$ cat config.mk
export PLATFORM = sky130hd
export DESIGN_NAME = vhim_isqrt
export DESIGN_NICKNAME = d
export VERILOG_FILES = /design/src/rtl/vhim_pkg.sv /design/src/rtl/vhim_isqrt.sv
export SDC_FILE = /design/constraint.sdc
export NUM_CORES = 2
export LEC_CHECK = 0
export ABC_CLOCK_PERIOD_IN_PS = 4890
export BUFFER_PORTS_ARGS = -buffer_cell sky130_fd_sc_hd__buf_2
export CAP_MARGIN = 20
export CORE_ASPECT_RATIO = 0.75
export CORE_MARGIN = 2
export CORE_UTILIZATION = 50
export CTS_CLUSTER_SIZE = 16
export DETAILED_ROUTE_END_ITERATION = 7
export GPL_TIMING_DRIVEN = 0
export PLACE_DENSITY = 0.63
export SYNTH_ARGS = -nofsm -noshare
export SYNTH_HDL_FRONTEND = slang
export SYNTH_SLANG_ARGS = --single-unit
$ cat constraint.sdc
create_clock -name clock -period 4.89 [get_ports clock]
set_input_delay 0.978 -clock clock [delete_from_list [all_inputs] [get_ports clock]]
set_output_delay 0.978 -clock clock [all_outputs]
set_load 0.02 [all_outputs]
$ cat src/rtl/vhim_pkg.sv
// Shared constants and codes for the V0 hypothesis invariant mass block.
package vhim_pkg;

   localparam int MOMENTUM_WIDTH_DEFAULT = 31;
   localparam int ROOT_WIDTH             = 31;
   localparam int MASS_WIDTH             = 20;

   // particle codes (PDG)
   localparam int E_MINUS  = 11;
   localparam int PI_PLUS  = 211;
   localparam int NEG_PION = -211;
   localparam int PROTON   = 2212;

   // hypothesis codes
   localparam logic [2:0] HYP_NONE    = 3'd0;
   localparam logic [2:0] PHOTON      = 3'd1;
   localparam logic [2:0] K_SHORT     = 3'd2;
   localparam logic [2:0] LAMBDA      = 3'd3;
   localparam logic [2:0] ANTI_LAMBDA = 3'd4;

   // status codes
   localparam logic [1:0] STATUS_OK       = 2'd0;
   localparam logic [1:0] STATUS_NO_MATCH = 2'd1;
   localparam logic [1:0] STATUS_FAILURE  = 2'd2;

   // register indexes
   localparam logic [1:0] REG_ELECTRON_MASS = 2'd0;
   localparam logic [1:0] REG_PION_MASS     = 2'd1;
   localparam logic [1:0] REG_PROTON_MASS   = 2'd2;

   localparam logic [MASS_WIDTH-1:0] ELECTRON_MASS_RESET = 20'd511;
   localparam logic [MASS_WIDTH-1:0] PION_MASS_RESET     = 20'd139570;
   localparam logic [MASS_WIDTH-1:0] PROTON_MASS_RESET   = 20'd938272;

endpackage

$ cat src/rtl/vhim_isqrt.sv
// Pipelined floored integer square root, one root bit per stage.
module vhim_isqrt
   import vhim_pkg::*;
#(
   parameter int ROOT_WIDTH = vhim_pkg::ROOT_WIDTH
) (
   input  logic                    clock,
   input  logic                    enable,
   input  logic [2*ROOT_WIDTH-1:0] radicand,
   output logic [ROOT_WIDTH-1:0]   root
);

   localparam int RadWidth = 2 * ROOT_WIDTH;

   logic [RadWidth-1:0]   rem_ff  [ROOT_WIDTH-1];
   logic [ROOT_WIDTH-1:0] root_ff [ROOT_WIDTH];

   for (genvar k = 0; k < ROOT_WIDTH; k++) begin : g_step
      localparam int Bit = ROOT_WIDTH - 1 - k;
      logic [RadWidth-1:0]   rem_cur;
      logic [RadWidth-1:0]   trial;
      logic [ROOT_WIDTH-1:0] root_cur;
      logic                  take;

      if (k == 0) begin : g_first
         assign rem_cur  = radicand;
         assign root_cur = '0;
      end else begin : g_next
         assign rem_cur  = rem_ff[k-1];
         assign root_cur = root_ff[k-1];
      end

      // (q + 2^b)^2 - q^2, q holding only bits above b
      assign trial = (RadWidth'(root_cur) << (Bit + 1)) | (RadWidth'(1) << (2 * Bit));
      assign take  = rem_cur >= trial;

      always_ff @(posedge clock) begin
         if (enable) begin
            root_ff[k] <= take ? (root_cur | (ROOT_WIDTH'(1) << Bit)) : root_cur;
         end
      end

      if (k < ROOT_WIDTH - 1) begin : g_rem
         always_ff @(posedge clock) begin
            if (enable) begin
               rem_ff[k] <= take ? (rem_cur - trial) : rem_cur;
            end
         end
      end
   end

   assign root = root_ff[ROOT_WIDTH-1];

endmodule

==> reports/qor.yml <==
die:
  die_w_um: 551
  die_h_um: 414
  rows: 150
  dieArea_um2: 228000
  floorplan.initialDensity_pct: 50.4
  core_area_um2: 223000
  io_pins: 95
yosys:
  synth_edf_count: 2356
  netlist_area_um2: 112000
  synthTopCellsByArea: "edfxtp_1 63%, ha_1 5.8%, xnor2_1 3.4%, xor2_1 3.1%, a21oi_1 2.6%"
  yosysTopAreaCellShare_pct: 63.0
  yosysMostFrequentCell: "edfxtp_1"
  ys_types: 88
  synth_top_area_cell: "edfxtp_1"
  async_flop_share_pct: 0
  synth-main-ff-cell: "edfxtp_1"
  yosysSeqAreaShare_pct: 63.0
  synthCells: 8880
  synth_common_cells: "2356 x edfxtp_1, 651 x inv_1, 609 x nor2_1"
  syn_area_per_cell_um2: 12.6
  synth_warnings: 0
  syn_nets: 9469
  ys_ff_latch: 2356
clocking:
  postCtsSetupBuffers: 0
  insertion_delay_ps: 960
  cts.path.max_buffers: 4
  cts.reportedPaths.clkPinSlew_ps: 70
  cts.root.buffer_cell: "clkbuf_16"
  cts_tree: "done"
  clock-sinks: 2356
  cts_buffers: 235
  htree_levels: 4
place:
  place_area_um2: 117000
  globalplace.congestion: 0.937
  dp_hpwl_mm: 221
  place_ws_ps: -134
  port_buffers: 94
timing:
  min_period_over_period_pct: 96.8
  clock.fmax_mhz: 211
  rsz0062_at_grt: "false"
  finClkSkew_ps: 133
  hold_viol: 0
  final_max_slew_viol_count: 0
  worst_pin_slew_ps: 1190
  max-slew-margin-rel_pct: 20.6
  layout_setup_ws_ps: 156
  fin_crit_ps: 4730
  setup_violations: 0
pwr:
  p_leak_nw: 46.8
  cellPowerDensity_nw_per_um2: 474
  vdd_ir_drop_max_uv: 343
critical_path:
  worstPathMaxFanout: 10
  cp.arrival_ps: 5320
  end_kind: "flop"
  start_kind: "flop"
  critPathRequiredTime_ps: 5480
  crit_type: "flop to flop"
finish:
  final_core_util_pct: 56.0
  nNetsFinal: 9829
  syn_to_final_growth_pct: 11.2
  design_area_um2: 125000
  regArea_um2: 70700
  drive_gt1_share_pct: 6.87
  fillers: 18180
  multi_input_comb_area_um2: 38500
drt:
  via_per_inst: 5.91
  vias: 73217
  first_pass_iters: 6
  wl_mm: 290
  first_iter_violations: 9508
  postRouteAntennaNets: 0
  wl_per_cell_um: 23.4
  drc: 0
grt:
  grt-ovfl-total: 0
  grt_pass1_vias: 67965
  grt_max_degree: 196
  grt_pass1_wl_mm: 434
  antenna_found_initial: 13
  grtUsageTotal_pct: 25.1
min_path:
  hold_class: "primary input to flop"
job:
  maxCapViolations: 0
status:
  outcome: "finished clean"
kinds of logic (layout without fill, tap and decap cells):
group | Yosys count | count (layout) | synth area share [%]
other cells | 0 | 1 | 0
xor+xnor | 829 | 829 | 6.47
simple gates | 2608 | 2608 | 12.0
buf+inv | 825 | 1371 | 2.76
mux | 97 | 97 | 0.962
flops | 2356 | 2356 | 63.0
fa+ha+maj | 525 | 525 | 5.85
compound gates | 1640 | 1640 | 8.95
stage by stage:
stage	TNS (ps)	cells	total power [mW]	hold WS (ps)
after floorplan	0	8880	36.0	417
after global placement	-	11938	42.0	426
after detailed placement	-2380	11965	40.7	427
after CTS	0	12388	59.3	173
after global routing	0	12390	61.9	194
final	0	12391	59.2	252
registers in the layout, summed over array words and instances, names as in the netlist:
signal / count
root_ff: 496
rem_ff: 1860
report_power, final:
part / switching, mW / internal, mW
clock network: 7.71 / 10.7
registers: 2.49 / 25.7
logic: 7.66 / 4.95
total: 17.9 / 41.3
cell usage in the layout (no fill, tap or decap), drive strengths merged, types with 20 or more instances in the layout:
cell and count:
edfxtp 2356, inv 659, nor2 609, a21oi 582, ha 525, nand2 503
xnor2 431, clkbuf 428, xor2 398, o21ai 391, nor4 327, nor3 244
a21o 213, nand3 175, nand4 150, buf 137, nand2b 94, clkinv 93
or3 91, mux2 87, o21a 86, nor2b 79, or4 55, and3 49
a31oi 45, nor4b 44, o21bai 41, or2 41, a211oi 40, o31ai 37
bufinv 34, and2 31, nand3b 27, a21boi 24, o211ai 23, and4 20
clkinvlp 20
layout make-up:
cell class	instances	share of cell area [%]
sequential	2356	56.7
multi-input combinational	5699	30.8
clock buffer	270	4.87
tap	2964	2.97
inverter	653	1.96
clock inverter	153	1.38
timing repair buffer	125	0.791
buffer	170	0.521
antenna	1	0.00200
final timing paths:
| path | to | from | depth (start not counted) | slack (ps) |
|---|---|---|---|---|
| worst max-delay path | rem_ff[2][479] | root_ff[11][8] | 13 | 160 |
| worst min register to register | rem_ff[2][145] | rem_ff[2][83] | 0 | 350 |
| worst min-delay path | rem_ff[0][20] | radicand[20] | 1 | 250 |
| worst max register to register | rem_ff[2][479] | root_ff[11][8] | 13 | 160 |
worst max-delay path, cell delays in order, from the launching register on:
cell and delay [ps]:
edfxtp_1 530, inv_1 80, ha_1 350, o211ai_1 150, a21oi_1 130, a2111oi_0 750
o31ai_1 300, o311ai_1 680, o21ai_0 230, nor2_1 270, o211ai_1 220, clkbuf_1 290
o31ai_1 240, o21ai_0 210
metal layers:
layer  share of wire [%]  track usage, %  up-vias
li1                    -               -    34014
met4                 1.7            4.67        6
met3                 9.8            5.16      323
met2                  38            31.6     3075
met5               0.011               0        -
met1                  51            43.4    35799
timing repair:
action,4_1_cts,5_1_grt
hold buffers,0,0
pin swaps,0,0
gates resized for setup,3,20
endpoints found under the setup margin,43,104
Note: power is estimated with default switching activity, not from simulation.
